### config.mk
export PLATFORM = sky130hd
export DESIGN_NAME = tap_tempo_estimator
export DESIGN_NICKNAME = d
export VERILOG_FILES = /design/src/hw/rtl/tte_pkg.sv /design/src/hw/rtl/tte_div.sv /design/src/hw/rtl/tte_dpath.sv /design/src/hw/rtl/tte_ctrl.sv /design/src/hw/rtl/tap_tempo_estimator.sv
export SDC_FILE = /design/constraint.sdc
export NUM_CORES = 1
export LEC_CHECK = 0
export ABC_AREA = 1
export BUFFER_PORTS_ARGS = -buffer_cell sky130_fd_sc_hd__buf_2
export CAP_MARGIN = 10
export CORE_AREA = 2 2 366 295
export DETAILED_ROUTE_END_ITERATION = 10
export DIE_AREA = 0 0 368 297
export PLACE_DENSITY_LB_ADDON = 0.3
export REMOVE_ABC_BUFFERS = 1
export SLEW_MARGIN = 0
export SYNTH_ARGS = -nofsm -noshare
export SYNTH_HDL_FRONTEND = slang
export SYNTH_SLANG_ARGS = --single-unit
### constraint.sdc
create_clock -name clk -period 7.6 [get_ports clk]
set_clock_uncertainty 0.1 [all_clocks]
set_input_delay 0.76 -clock clk [delete_from_list [all_inputs] [get_ports clk]]
set_output_delay 0.76 -clock clk [all_outputs]
set_load 0.005 [all_outputs]
### src/hw/rtl/tte_pkg.sv
package tte_pkg;

  localparam int TIME_W         = 32;
  localparam int HIST_DEPTH_DEF = 8;
  localparam int TEMPO_W        = 16;
  localparam int TAPS_W         = 4;
  localparam int IVOUT_W        = 3;
  localparam int CFG_IDX_W      = 3;
  localparam int CFG_DATA_W     = 32;

  // hundredths of BPM times microseconds per minute
  localparam logic [63:0] CENTI_BPM_US = 64'd6000000000;

  // register indexes
  localparam logic [CFG_IDX_W-1:0] REG_RESET_GAP = 3'd0;
  localparam logic [CFG_IDX_W-1:0] REG_MIN_IV    = 3'd1;
  localparam logic [CFG_IDX_W-1:0] REG_MAX_IV    = 3'd2;
  localparam logic [CFG_IDX_W-1:0] REG_FLOOR     = 3'd3;
  localparam logic [CFG_IDX_W-1:0] REG_CEIL      = 3'd4;

  localparam logic [TIME_W-1:0]  RESET_GAP_RST = 32'd2000000;
  localparam logic [TIME_W-1:0]  MIN_IV_RST    = 32'd100000;
  localparam logic [TIME_W-1:0]  MAX_IV_RST    = 32'd2000000;
  localparam logic [TEMPO_W-1:0] FLOOR_RST     = 16'd2000;
  localparam logic [TEMPO_W-1:0] CEIL_RST      = 16'd30000;
  localparam logic [TEMPO_W-1:0] TEMPO_RST     = 16'd12000;

  typedef struct packed {
    logic load;
    logic scan;
    logic div_start;
    logic tempo_load;
    logic out_load;
  } tte_cmd_t;

  typedef struct packed {
    logic scan_last;
    logic have_iv;
    logic div_done;
  } tte_sts_t;

endpackage

### src/hw/rtl/tte_div.sv
module tte_div #(
  parameter int NUM_W = 36,
  parameter int DEN_W = 35
) (
  input  logic             clk,
  input  logic             rst_n,
  input  logic             start,
  input  logic [NUM_W-1:0] num,
  input  logic [DEN_W-1:0] den,
  output logic             done,
  output logic [NUM_W-1:0] quot
);
  localparam int STEP_W = $clog2(NUM_W + 1);

  logic [DEN_W-1:0]  den_r;
  logic [DEN_W-1:0]  rem_r;
  logic [NUM_W-1:0]  quo_r;
  logic [STEP_W-1:0] step_r;
  logic              busy_r;
  logic              done_r;
  logic [DEN_W:0]    trial;
  logic [DEN_W:0]    diff;
  logic              fits;

  // restoring division, one quotient bit a cycle
  assign trial = {rem_r, quo_r[NUM_W-1]};
  assign diff  = trial - {1'b0, den_r};
  assign fits  = ~diff[DEN_W];

  always_ff @(posedge clk) begin
    if (!rst_n) begin
      busy_r <= 1'b0;
      done_r <= 1'b0;
      step_r <= '0;
    end else begin
      done_r <= 1'b0;
      if (start) begin
        busy_r <= 1'b1;
        step_r <= STEP_W'(NUM_W);
      end else if (busy_r) begin
        step_r <= step_r - 1'b1;
        if (step_r == STEP_W'(1)) begin
          busy_r <= 1'b0;
          done_r <= 1'b1;
        end
      end
    end
  end

  always_ff @(posedge clk) begin
    if (start) begin
      den_r <= den;
      rem_r <= '0;
      quo_r <= num;
    end else if (busy_r) begin
      rem_r <= fits ? diff[DEN_W-1:0] : trial[DEN_W-1:0];
      quo_r <= {quo_r[NUM_W-2:0], fits};
    end
  end

  assign done = done_r;
  assign quot = quo_r;

endmodule

### src/hw/rtl/tte_dpath.sv
module tte_dpath #(
  parameter int HISTORY_DEPTH = tte_pkg::HIST_DEPTH_DEF
) (
  input  logic                           clk,
  input  logic                           rst_n,
  input  logic                           cfg_we,
  input  logic [tte_pkg::CFG_IDX_W-1:0]  cfg_index,
  input  logic [tte_pkg::CFG_DATA_W-1:0] cfg_data,
  input  logic [tte_pkg::TIME_W-1:0]     in_tap_time_us,
  input  tte_pkg::tte_cmd_t              cmd,
  output tte_pkg::tte_sts_t              sts,
  output logic [tte_pkg::TEMPO_W-1:0]    out_tempo_centi_bpm,
  output logic                           out_tempo_updated,
  output logic [tte_pkg::TAPS_W-1:0]     out_taps_held,
  output logic [tte_pkg::IVOUT_W-1:0]    out_intervals_used
);
  import tte_pkg::*;

  localparam int D     = HISTORY_DEPTH;
  localparam int PTR_W = $clog2(D);
  localparam int CNT_W = $clog2(D + 1);
  localparam int IV_W  = $clog2(D);
  localparam int SUM_W = TIME_W + IV_W;
  localparam logic [63:0] NUM_MAX = CENTI_BPM_US * 64'(D - 1);
  localparam int NUM_W = $clog2(NUM_MAX + 64'd1);
  localparam logic [NUM_W-1:0] K_NUM    = CENTI_BPM_US[NUM_W-1:0];
  localparam logic [CNT_W-1:0] D_CNT    = CNT_W'(D);
  localparam logic [PTR_W-1:0] PTR_LAST = PTR_W'(D - 1);
  localparam logic [CNT_W:0]   D_EXT    = (CNT_W + 1)'(D);

  function automatic logic [PTR_W-1:0] ptr_inc(input logic [PTR_W-1:0] p);
    ptr_inc = (p == PTR_LAST) ? '0 : p + 1'b1;
  endfunction

  // configuration
  logic [TIME_W-1:0]  reset_gap_r, min_iv_r, max_iv_r;
  logic [TEMPO_W-1:0] floor_r, ceil_r;

  // tap state
  logic [TIME_W-1:0]  hist_mem [D];
  logic [TIME_W-1:0]  rd_data_r;
  logic [PTR_W-1:0]   wr_ptr_r, rd_ptr_r;
  logic [CNT_W-1:0]   cnt_r, scan_idx_r;
  logic [TIME_W-1:0]  prev_tap_r, prev_hist_r;
  logic               seen_r;
  logic [SUM_W-1:0]   sum_r;
  logic [IV_W-1:0]    iv_r;
  logic [TEMPO_W-1:0] tempo_r;
  logic               upd_r;

  // result register
  logic [TEMPO_W-1:0] out_tempo_r;
  logic               out_upd_r;
  logic [TAPS_W-1:0]  out_taps_r;
  logic [IVOUT_W-1:0] out_iv_r;

  logic [TIME_W-1:0]  gap_in, gap;
  logic               clear;
  logic [CNT_W-1:0]   kept, cnt_nxt;
  logic [PTR_W-1:0]   wr_ptr_nxt;
  logic [CNT_W:0]     oldest_sum, oldest_ext;
  logic               gap_ok;
  logic [NUM_W-1:0]   div_num, div_quot, floor_ext, ceil_ext;
  logic               div_done;
  logic [TEMPO_W-1:0] tempo_nxt;
  logic [CNT_W+TAPS_W-1:0] taps_ext;
  logic [IV_W+IVOUT_W-1:0] iv_ext;

  always_ff @(posedge clk) begin
    if (!rst_n) begin
      reset_gap_r <= RESET_GAP_RST;
      min_iv_r    <= MIN_IV_RST;
      max_iv_r    <= MAX_IV_RST;
      floor_r     <= FLOOR_RST;
      ceil_r      <= CEIL_RST;
    end else if (cfg_we) begin
      unique case (cfg_index)
        REG_RESET_GAP: reset_gap_r <= cfg_data;
        REG_MIN_IV:    min_iv_r    <= cfg_data;
        REG_MAX_IV:    max_iv_r    <= cfg_data;
        REG_FLOOR:     floor_r     <= cfg_data[TEMPO_W-1:0];
        REG_CEIL:      ceil_r      <= cfg_data[TEMPO_W-1:0];
        default: ;
      endcase
    end
  end

  // a long pause or the first tap after reset starts a fresh history
  assign gap_in     = in_tap_time_us - prev_tap_r;
  assign clear      = !seen_r || (gap_in > reset_gap_r);
  assign kept       = clear ? '0 : ((cnt_r == D_CNT) ? D_CNT - 1'b1 : cnt_r);
  assign cnt_nxt    = kept + 1'b1;
  assign wr_ptr_nxt = ptr_inc(wr_ptr_r);
  assign oldest_sum = (CNT_W + 1)'(wr_ptr_nxt) + D_EXT - (CNT_W + 1)'(cnt_nxt);
  assign oldest_ext = (oldest_sum >= D_EXT) ? oldest_sum - D_EXT : oldest_sum;

  always_ff @(posedge clk) begin
    if (cmd.load) begin
      hist_mem[wr_ptr_r] <= in_tap_time_us;
    end
    rd_data_r <= hist_mem[rd_ptr_r];
  end

  assign gap    = rd_data_r - prev_hist_r;
  assign gap_ok = (gap > min_iv_r) && (gap < max_iv_r);

  always_ff @(posedge clk) begin
    if (!rst_n) begin
      wr_ptr_r   <= '0;
      cnt_r      <= '0;
      prev_tap_r <= '0;
      seen_r     <= 1'b0;
      tempo_r    <= TEMPO_RST;
    end else begin
      if (cmd.load) begin
        wr_ptr_r   <= wr_ptr_nxt;
        cnt_r      <= cnt_nxt;
        prev_tap_r <= in_tap_time_us;
        seen_r     <= 1'b1;
      end
      if (cmd.tempo_load) begin
        tempo_r <= tempo_nxt;
      end
    end
  end

  // scan step n reads entry n and checks entry n-1 against entry n-2
  always_ff @(posedge clk) begin
    if (cmd.load) begin
      rd_ptr_r   <= oldest_ext[PTR_W-1:0];
      scan_idx_r <= '0;
      sum_r      <= '0;
      iv_r       <= '0;
      upd_r      <= 1'b0;
    end else begin
      if (cmd.scan) begin
        rd_ptr_r   <= ptr_inc(rd_ptr_r);
        scan_idx_r <= scan_idx_r + 1'b1;
        if (scan_idx_r != '0) begin
          prev_hist_r <= rd_data_r;
          if ((scan_idx_r != CNT_W'(1)) && gap_ok) begin
            sum_r <= sum_r + SUM_W'(gap);
            iv_r  <= iv_r + 1'b1;
          end
        end
      end
      if (cmd.tempo_load) begin
        upd_r <= 1'b1;
      end
    end
  end

  assign div_num = K_NUM * NUM_W'(iv_r);

  tte_div #(
    .NUM_W (NUM_W),
    .DEN_W (SUM_W)
  ) u_div (
    .clk   (clk),
    .rst_n (rst_n),
    .start (cmd.div_start),
    .num   (div_num),
    .den   (sum_r),
    .done  (div_done),
    .quot  (div_quot)
  );

  // when the limits cross, a quotient below the floor gives the floor and any other gives the ceiling
  assign floor_ext = NUM_W'(floor_r);
  assign ceil_ext  = NUM_W'(ceil_r);
  assign tempo_nxt = (div_quot < floor_ext) ? floor_r :
                     (div_quot > ceil_ext)  ? ceil_r  : div_quot[TEMPO_W-1:0];

  assign taps_ext = (CNT_W + TAPS_W)'(cnt_r);
  assign iv_ext   = (IV_W + IVOUT_W)'(iv_r);

  always_ff @(posedge clk) begin
    if (cmd.out_load) begin
      out_tempo_r <= tempo_r;
      out_upd_r   <= upd_r;
      out_taps_r  <= taps_ext[TAPS_W-1:0];
      out_iv_r    <= upd_r ? iv_ext[IVOUT_W-1:0] : '0;
    end
  end

  assign sts.scan_last = (scan_idx_r == cnt_r);
  assign sts.have_iv   = (iv_r != '0) && (sum_r != '0);
  assign sts.div_done  = div_done;

  assign out_tempo_centi_bpm = out_tempo_r;
  assign out_tempo_updated   = out_upd_r;
  assign out_taps_held       = out_taps_r;
  assign out_intervals_used  = out_iv_r;

endmodule

### src/hw/rtl/tte_ctrl.sv
module tte_ctrl (
  input  logic              clk,
  input  logic              rst_n,
  input  logic              in_valid,
  output logic              in_ready,
  output logic              out_valid,
  input  logic              out_ready,
  input  tte_pkg::tte_sts_t sts,
  output tte_pkg::tte_cmd_t cmd
);
  import tte_pkg::*;

  typedef enum logic [4:0] {
    S_IDLE  = 5'b00001,
    S_SCAN  = 5'b00010,
    S_CHECK = 5'b00100,
    S_DIV   = 5'b01000,
    S_DONE  = 5'b10000
  } tte_state_t;

  tte_state_t state_r, state_nxt;
  logic       out_valid_r, out_valid_nxt;
  logic       out_free;

  assign out_free = !out_valid_r || out_ready;

  always_comb begin
    state_nxt = state_r;
    cmd       = '0;
    unique case (state_r)
      S_IDLE: begin
        if (in_valid) begin
          cmd.load  = 1'b1;
          state_nxt = S_SCAN;
        end
      end
      S_SCAN: begin
        cmd.scan = 1'b1;
        if (sts.scan_last) begin
          state_nxt = S_CHECK;
        end
      end
      S_CHECK: begin
        // no usable interval: hold the tempo
        if (sts.have_iv) begin
          cmd.div_start = 1'b1;
          state_nxt     = S_DIV;
        end else begin
          state_nxt = S_DONE;
        end
      end
      S_DIV: begin
        if (sts.div_done) begin
          cmd.tempo_load = 1'b1;
          state_nxt      = S_DONE;
        end
      end
      S_DONE: begin
        if (out_free) begin
          cmd.out_load = 1'b1;
          state_nxt    = S_IDLE;
        end
      end
      default: state_nxt = S_IDLE;
    endcase
  end

  always_comb begin
    out_valid_nxt = out_valid_r;
    if (cmd.out_load) begin
      out_valid_nxt = 1'b1;
    end else if (out_ready) begin
      out_valid_nxt = 1'b0;
    end
  end

  always_ff @(posedge clk) begin
    if (!rst_n) begin
      state_r     <= S_IDLE;
      out_valid_r <= 1'b0;
    end else begin
      state_r     <= state_nxt;
      out_valid_r <= out_valid_nxt;
    end
  end

  assign in_ready  = (state_r == S_IDLE);
  assign out_valid = out_valid_r;

endmodule

### src/hw/rtl/tap_tempo_estimator.sv
// Channel  Dir  Handshake            Payload
// cfg      in   cfg_we               cfg_index, cfg_data
// in       in   in_valid, in_ready   in_tap_time_us
// out      out  out_valid, out_ready tempo_centi_bpm, tempo_updated, taps_held, intervals_used
//
// One request at a time. A request that updates the tempo runs the history scan and then
// the 36-step restoring divider (at the default depth of 8), one quotient bit a cycle, before
// the next request is taken; a request with no usable interval skips the divider.
// Reset is synchronous, active low; the history needs no clearing pass.
// A result waits in the output register while the next request is taken in;
// only a second result stalls until the first one leaves.
module tap_tempo_estimator #(
  parameter int HISTORY_DEPTH = tte_pkg::HIST_DEPTH_DEF
) (
  input  logic                           clk,
  input  logic                           rst_n,
  input  logic                           cfg_we,
  input  logic [tte_pkg::CFG_IDX_W-1:0]  cfg_index,
  input  logic [tte_pkg::CFG_DATA_W-1:0] cfg_data,
  input  logic                           in_valid,
  output logic                           in_ready,
  input  logic [tte_pkg::TIME_W-1:0]     in_tap_time_us,
  output logic                           out_valid,
  input  logic                           out_ready,
  output logic [tte_pkg::TEMPO_W-1:0]    out_tempo_centi_bpm,
  output logic                           out_tempo_updated,
  output logic [tte_pkg::TAPS_W-1:0]     out_taps_held,
  output logic [tte_pkg::IVOUT_W-1:0]    out_intervals_used
);
  import tte_pkg::*;

  tte_cmd_t cmd;
  tte_sts_t sts;

  tte_ctrl u_ctrl (
    .clk       (clk),
    .rst_n     (rst_n),
    .in_valid  (in_valid),
    .in_ready  (in_ready),
    .out_valid (out_valid),
    .out_ready (out_ready),
    .sts       (sts),
    .cmd       (cmd)
  );

  tte_dpath #(
    .HISTORY_DEPTH (HISTORY_DEPTH)
  ) u_dpath (
    .clk                 (clk),
    .rst_n               (rst_n),
    .cfg_we              (cfg_we),
    .cfg_index           (cfg_index),
    .cfg_data            (cfg_data),
    .in_tap_time_us      (in_tap_time_us),
    .cmd                 (cmd),
    .sts                 (sts),
    .out_tempo_centi_bpm (out_tempo_centi_bpm),
    .out_tempo_updated   (out_tempo_updated),
    .out_taps_held       (out_taps_held),
    .out_intervals_used  (out_intervals_used)
  );

endmodule

After elaboration in Yosys (flattened, before gate mapping). Memory sizes are Yosys's and may differ from the RTL's. A register that Yosys moved wholly into a read port is not among the register bits. Cells that the tools add are included.

Register bits after elaboration: 406. Bits in writable memories: 256. Output and inout bits: 26. Word-level logic and storage cells: 135. Memories: 1.

Memories: u_dpath.hist_mem (words 8, bits a word 32, read ports 1, clocked after memory_dff 1, write ports 1, line tte_dpath.sv:40) `logic [TIME_W-1:0] hist_mem [D];`.

Add/sub/neg operators: 13. $mul: 1. $lt $le $gt $ge: 6. Eq/ne operators: 19. Muxes and demuxes: 37. Bitwise gates (word level): 4. Reduce and logical (&&, ||, !) cells: 24.

Operators by type and width (number): $mux W36 (2); $gt A32 B32 Y1 (2); $sub A32 B32 Y32 (2); $gt A36 B16 Y1 (1); $lt A36 B16 Y1 (1); $sub A36 B35 Y36 (1); $add A35 B32 Y35 (1); $mux W35 (1); $reduce_bool A35 Y1 (1); $lt A32 B32 Y1 (1); $mux W16 (2); $mul A23 B3 Y26 const A (1); $mux W5 (5); $pmux W5 S5 (1); $mux W1 (17); $mux W3 (5); $mux W6 (2); $reduce_and A2 Y1 (5); $add A3 B1 Y3 const B (3); $eq A3 B3 Y1 const B (3); $add A4 B1 Y4 const B (2); $mux W4 (2); $eq A3 B2 Y1 const B (2); $eq A6 B1 Y1 const B (1); other kinds (28) (40).

Logic depth before layout (Yosys ltp).
Depth after elaboration: 9. Gate-level depth with buffers: 30. Mapped depth without buffers: 30.

Cells and area by module. From an unflattened synthesis, not the netlist that was laid out.

Cell total of the unflattened synthesis: 4475. Area, all modules: 37594.8 sq um.

By module, submodules not included: tte_dpath (times used 1, cells an instance 3337, area an instance 29793.6 sq um); tte_div (times used 1, cells an instance 1076, area an instance 7384.6 sq um); tte_ctrl (times used 1, cells an instance 62, area an instance 416.6 sq um).

Worst setup path before layout. Ideal clock, no wire load.

Path type: input port to flip-flop. Start point: input port in_tap_time_us[0] (netlist name). End point: register u_dpath.rd_ptr_r[2], data pin. Data arrival time: 4462 ps. Data required time: 7247 ps. Slack: 2785 ps. Stages on the path: 28. Buffers on the path: 0. Cell sequence: inv_1 ha_1 inv_1 fa_1 nand3_1 nand2_1 a21boi_2 o21ai_0 a21oi_1 o21bai_1 a21oi_1 xor2_1 ha_1 nand2_1 nor2_1 nand2_1 nor2_1 nand2_1 nand2_1 nand2_1 nand3_1 inv_1 ha_1 fa_1 xor2_1 nand2_1 nand3_1 nand2_1.

Word-level cells in the longest chain between the ends: 9.

Ends and longest elaborated chain: from (decl) (line tap_tempo_estimator.sv:22) `input logic [tte_pkg::TIME_W-1:0] in_tap_time_us,`; $sub A32 B32 Y32 (*) (line tte_dpath.sv:89) `assign gap_in = in_tap_time_us - prev_tap_r;`; $gt A32 B32 Y1 (*) (line tte_dpath.sv:90) `assign clear = !seen_r || (gap_in > reset_gap_r);`; $logic_or A1 B1 Y1 (*) (line tte_dpath.sv:90); $mux W4 (*) (line tte_dpath.sv:91) `assign kept = clear ? '0 : ((cnt_r == D_CNT) ? D_CNT - 1'b1 : cnt_r);`; $add A4 B1 Y4 (*) (line tte_dpath.sv:92) `assign cnt_nxt = kept + 1'b1;`; via u_dpath.cnt_nxt[0] (line tte_dpath.sv:59) `logic [CNT_W-1:0] kept, cnt_nxt;`; $sub A5 B4 Y5 (*) (line tte_dpath.sv:94) `assign oldest_sum = (CNT_W + 1)'(wr_ptr_nxt) + D_EXT - (CNT_W + 1)'(cnt_nxt);`; $ge A5 B4 Y1 / $sub A3 B1 Y3 (equally long branches) (line tte_dpath.sv:95) `assign oldest_ext = (oldest_sum >= D_EXT) ? oldest_sum - D_EXT : oldest_sum;`; $mux W3 (*) (line tte_dpath.sv:95); $mux W3 (*) (line tte_dpath.sv:129) `if (cmd.load) begin`; to (signal assigned) (line tte_dpath.sv:130) `rd_ptr_r <= oldest_ext[PTR_W-1:0];`; to (signal assigned) (line tte_dpath.sv:137) `rd_ptr_r <= ptr_inc(rd_ptr_r);`; to (decl) (line tte_dpath.sv:42) `logic [PTR_W-1:0] wr_ptr_r, rd_ptr_r;`.

Mark *: on every way through the listed nets, which the timed path passes. The rest lies on a longest branch. A chain may end at the register's enable or synchronous reset.

Worst setup path in the final report.
Start point: register u_dpath.prev_tap_r[0]. End point: register u_dpath.rd_ptr_r[2], data pin.

Word-level cells in the longest chain between the ends: 9.

Ends and longest elaborated chain: from (decl) (line tte_dpath.sv:44) `logic [TIME_W-1:0] prev_tap_r, prev_hist_r;`; from (signal assigned) (line tte_dpath.sv:118) `prev_tap_r <= in_tap_time_us;`; $sub A32 B32 Y32 (*) (line tte_dpath.sv:89); $gt A32 B32 Y1 (*) (line tte_dpath.sv:90); $logic_or A1 B1 Y1 (*) (line tte_dpath.sv:90); $mux W4 (*) (line tte_dpath.sv:91); $add A4 B1 Y4 (*) (line tte_dpath.sv:92); via u_dpath.cnt_nxt[1] (line tte_dpath.sv:59); $sub A5 B4 Y5 (*) (line tte_dpath.sv:94); $ge A5 B4 Y1 / $sub A3 B1 Y3 (equally long branches) (line tte_dpath.sv:95); $mux W3 (*) (line tte_dpath.sv:95); $mux W3 (*) (line tte_dpath.sv:129).

Marked as above.

==> flow_summary.toml <==
[worst_setup_path]
endpoint_kind = "register"
crit_start = "u_dpath.prev_tap_r[0]"
r2r_start = "u_dpath.prev_tap_r[0]"
worst-setup-path-type = "register to register"
crit_fanout = 3
cp.arrival_ns = 5.41
crit_path_start_kind = "register"
cp.required_ns = 7.93

[run]
cap_violations = 0

[clock_tree]
ctsHtreeMaxLevel = 3
cts.sinks = 694
ctsHoldBuffers = 0
cts_tree = "yes"
cts_setup_buffers = 0
numCtsBuffers = 75
clk_latency_ns = 0.67
cts.repair.resized = 0
clkSlewWorstSetupHoldPaths_ns = 0.07
cts-root-buf = "clkbuf_16"
cts_buffer_depth = 3

[power]
vdd_ir_drop_max_v = 0.0002051
leakagePower_nw = 16.77
cellPowerDensity_nw_per_um2 = 333.7

[finish]
mostFrequentLayoutCells = "nand2_1 (686), inv_1 (463), nor2_1 (459)"
final_common_cell = "nand2_1"
syn_to_final_growth_pct = 12.33
drive_above_1_share = 0.07622
nets = 4667
final_cells = 5789

[global_routing]
grtUsageTotal = 0.1744
antenna_found_initial = 16
grt_pass1_vias = 27130
grt_pass1_wl_um = 152100
grt_max_degree = 107
gr-total-overflow = 0

[sta]
fin_setup_tns_ns = 0
worstMarginPinSlew_ns = 1.240
timing.final.ws_setup_ns = 2.522
period_needed_ns = 5.078
finalSetupViolCount = 0
fmax_mhz = 196.9
finalHoldViolCount = 0
period_share = 0.6682
rsz0062_at_grt = "false"
report.final.slew_viol_count = 0
max_slew_margin = 0.1732
holdWs_ns = 0.2749

[synthesis]
synth_seq_area_share = 0.4805
synthCells = 4242
ys_ff_latch = 694
syn_area_um2 = 36750
synth_area_leaders = "edfxtp_1 (31%), dfxtp_1 (17%), ha_1 (9.5%)"
netlist.area_leader.share = 0.3073
synth_top_area_cell = "edfxtp_1"
synth_warnings = 0
avgSynthCellArea_um2 = 8.663
ys_types = 60

[placement]
io_buffers = 97
dpl.hpwl_um = 69700
dp_slack_ns = 1.827
dp.cells = 5646
place_congestion = 0.9228

[drt]
drcViolationCount = 0
first_iter_violations = 2246
wl_um = 96980
viasPerCell = 4.980
drtAntennaViolNets = 0
wl_per_cell_um = 16.75
first_pass_iters = 6
vias = 28830

[worst_hold_path]
hold_path.class = "input port to register"
min_from = "in_tap_time_us[0]"

[die]
die_h_um = 297
dieArea_um2 = 109300
fp-row-count = 107
initial_utilization = 0.3475
coreArea_um2 = 105800
ioPinCount = 98
die_w_um = 368

[status]
outcome = "finished, final reports clean"
cell type report:
class / instances / area [µm²]
flip-flops and latches: 694 / 17660
fillers: 10730 / 64490
diodes: 3 / 7.507
repair buffers: 128 / 728.2
multi-input cells: 2931 / 16720
clock inverters: 43 / 548.0
well taps: 1417 / 1773
clock buffers: 96 / 2047
inverters: 477 / 1793
sequential cells by signal (all words and copies together) (netlist names), 32 cells and up:
signal,count
u_dpath.hist_mem,256
u_dpath.min_iv_r,32
u_dpath.u_div.den_r,35
u_dpath.rd_data_r,32
u_dpath.u_div.rem_r,35
u_dpath.reset_gap_r,32
u_dpath.prev_hist_r,32
u_dpath.prev_tap_r,32
u_dpath.sum_r,35
u_dpath.max_iv_r,32
u_dpath.u_div.quot,36
stage by stage:
step	utilization	instance area, µm²	total power [mW]
2_1_floorplan	-	36110	8.358
3_3_place_gp	0.3655	38660	9.908
3_5_place_dp	0.3655	38660	9.995
4_1_cts	0.3901	41250	13.87
5_1_grt	0.3902	41270	14.81
6_report	0.3903	41280	13.77
critical path, stage by stage (launching register included):
cell      delay (ns)
dfxtp_1         0.33
ha_1            0.15
inv_1           0.06
fa_1            0.40
nand3_1         0.11
nand2_1         0.16
a21boi_2        0.22
o21ai_0         0.18
a21oi_1         0.26
o21bai_1        0.15
a21oi_1         0.19
xor2_1          0.17
ha_1            0.24
nand2_1         0.08
nor2_1          0.06
nand2_1         0.09
inv_1           0.05
a21oi_1         0.19
nand2_1         0.11
nand2_1         0.14
nand2_1         0.12
nor2_1          0.16
ha_1            0.29
fa_1            0.41
xor2_1          0.18
nand2_1         0.08
nand3_1         0.10
nand2_1         0.05
power by group:
group	internal [mW]	switching (mW)
clock network	2.19	1.65
registers	4.34	0.165
logic	1.80	3.63
total	8.33	5.44
per-layer routing:
layer	vias to the layer above	track usage	wire, µm
met5	-	0	13
met4	2	0.04655	2184
met3	141	0.02489	4790
met2	642	0.2706	42500
met1	13430	0.2531	47490
li1	14610	-	-
synth_stat cells, drive strengths merged:
library cell and instances:
and3 3, nor4b 1, o22ai 35, nand3b 5, nand3 137, clkinv 4, dfxtp 318, nor2 467
nor3b 4, a21oi 433, o311ai 2, buf 40, o21bai 13, o21ai 450, nand4 40, a22o 3
xor2 85, inv 473, a22oi 10, edfxtp 376, clkbuf 100, o31ai 1, nor3 37, ha 278
nand2 713, o21a 14, nand2b 1, o211a 1, fa 10, a21o 16, a21boi 6, a41oi 2
xnor2 51, o221a 3, a211oi 4, a31oi 47, nor4 17, or2 3, o211ai 37, and2 2
cells by family after synthesis:
| logic type | synth area share |
|---|---|
| simple gates | 0.1617 |
| buf+inv | 0.06622 |
| compound gates | 0.1590 |
| flops | 0.4805 |
| fa+ha+maj | 0.1001 |
| xor+xnor | 0.03241 |
worst paths after layout:
path	endpoint	slack, ns	cells after the start
worst max-delay path	u_dpath.rd_ptr_r[2]	2.52	27
worst min-delay path	u_dpath.hist_mem[7][0]	0.27	1
worst max register to register	u_dpath.rd_ptr_r[2]	2.52	27
worst min register to register	u_dpath.out_tempo_centi_bpm[3]	0.32	0
Power figures use the tool's default switching activity.
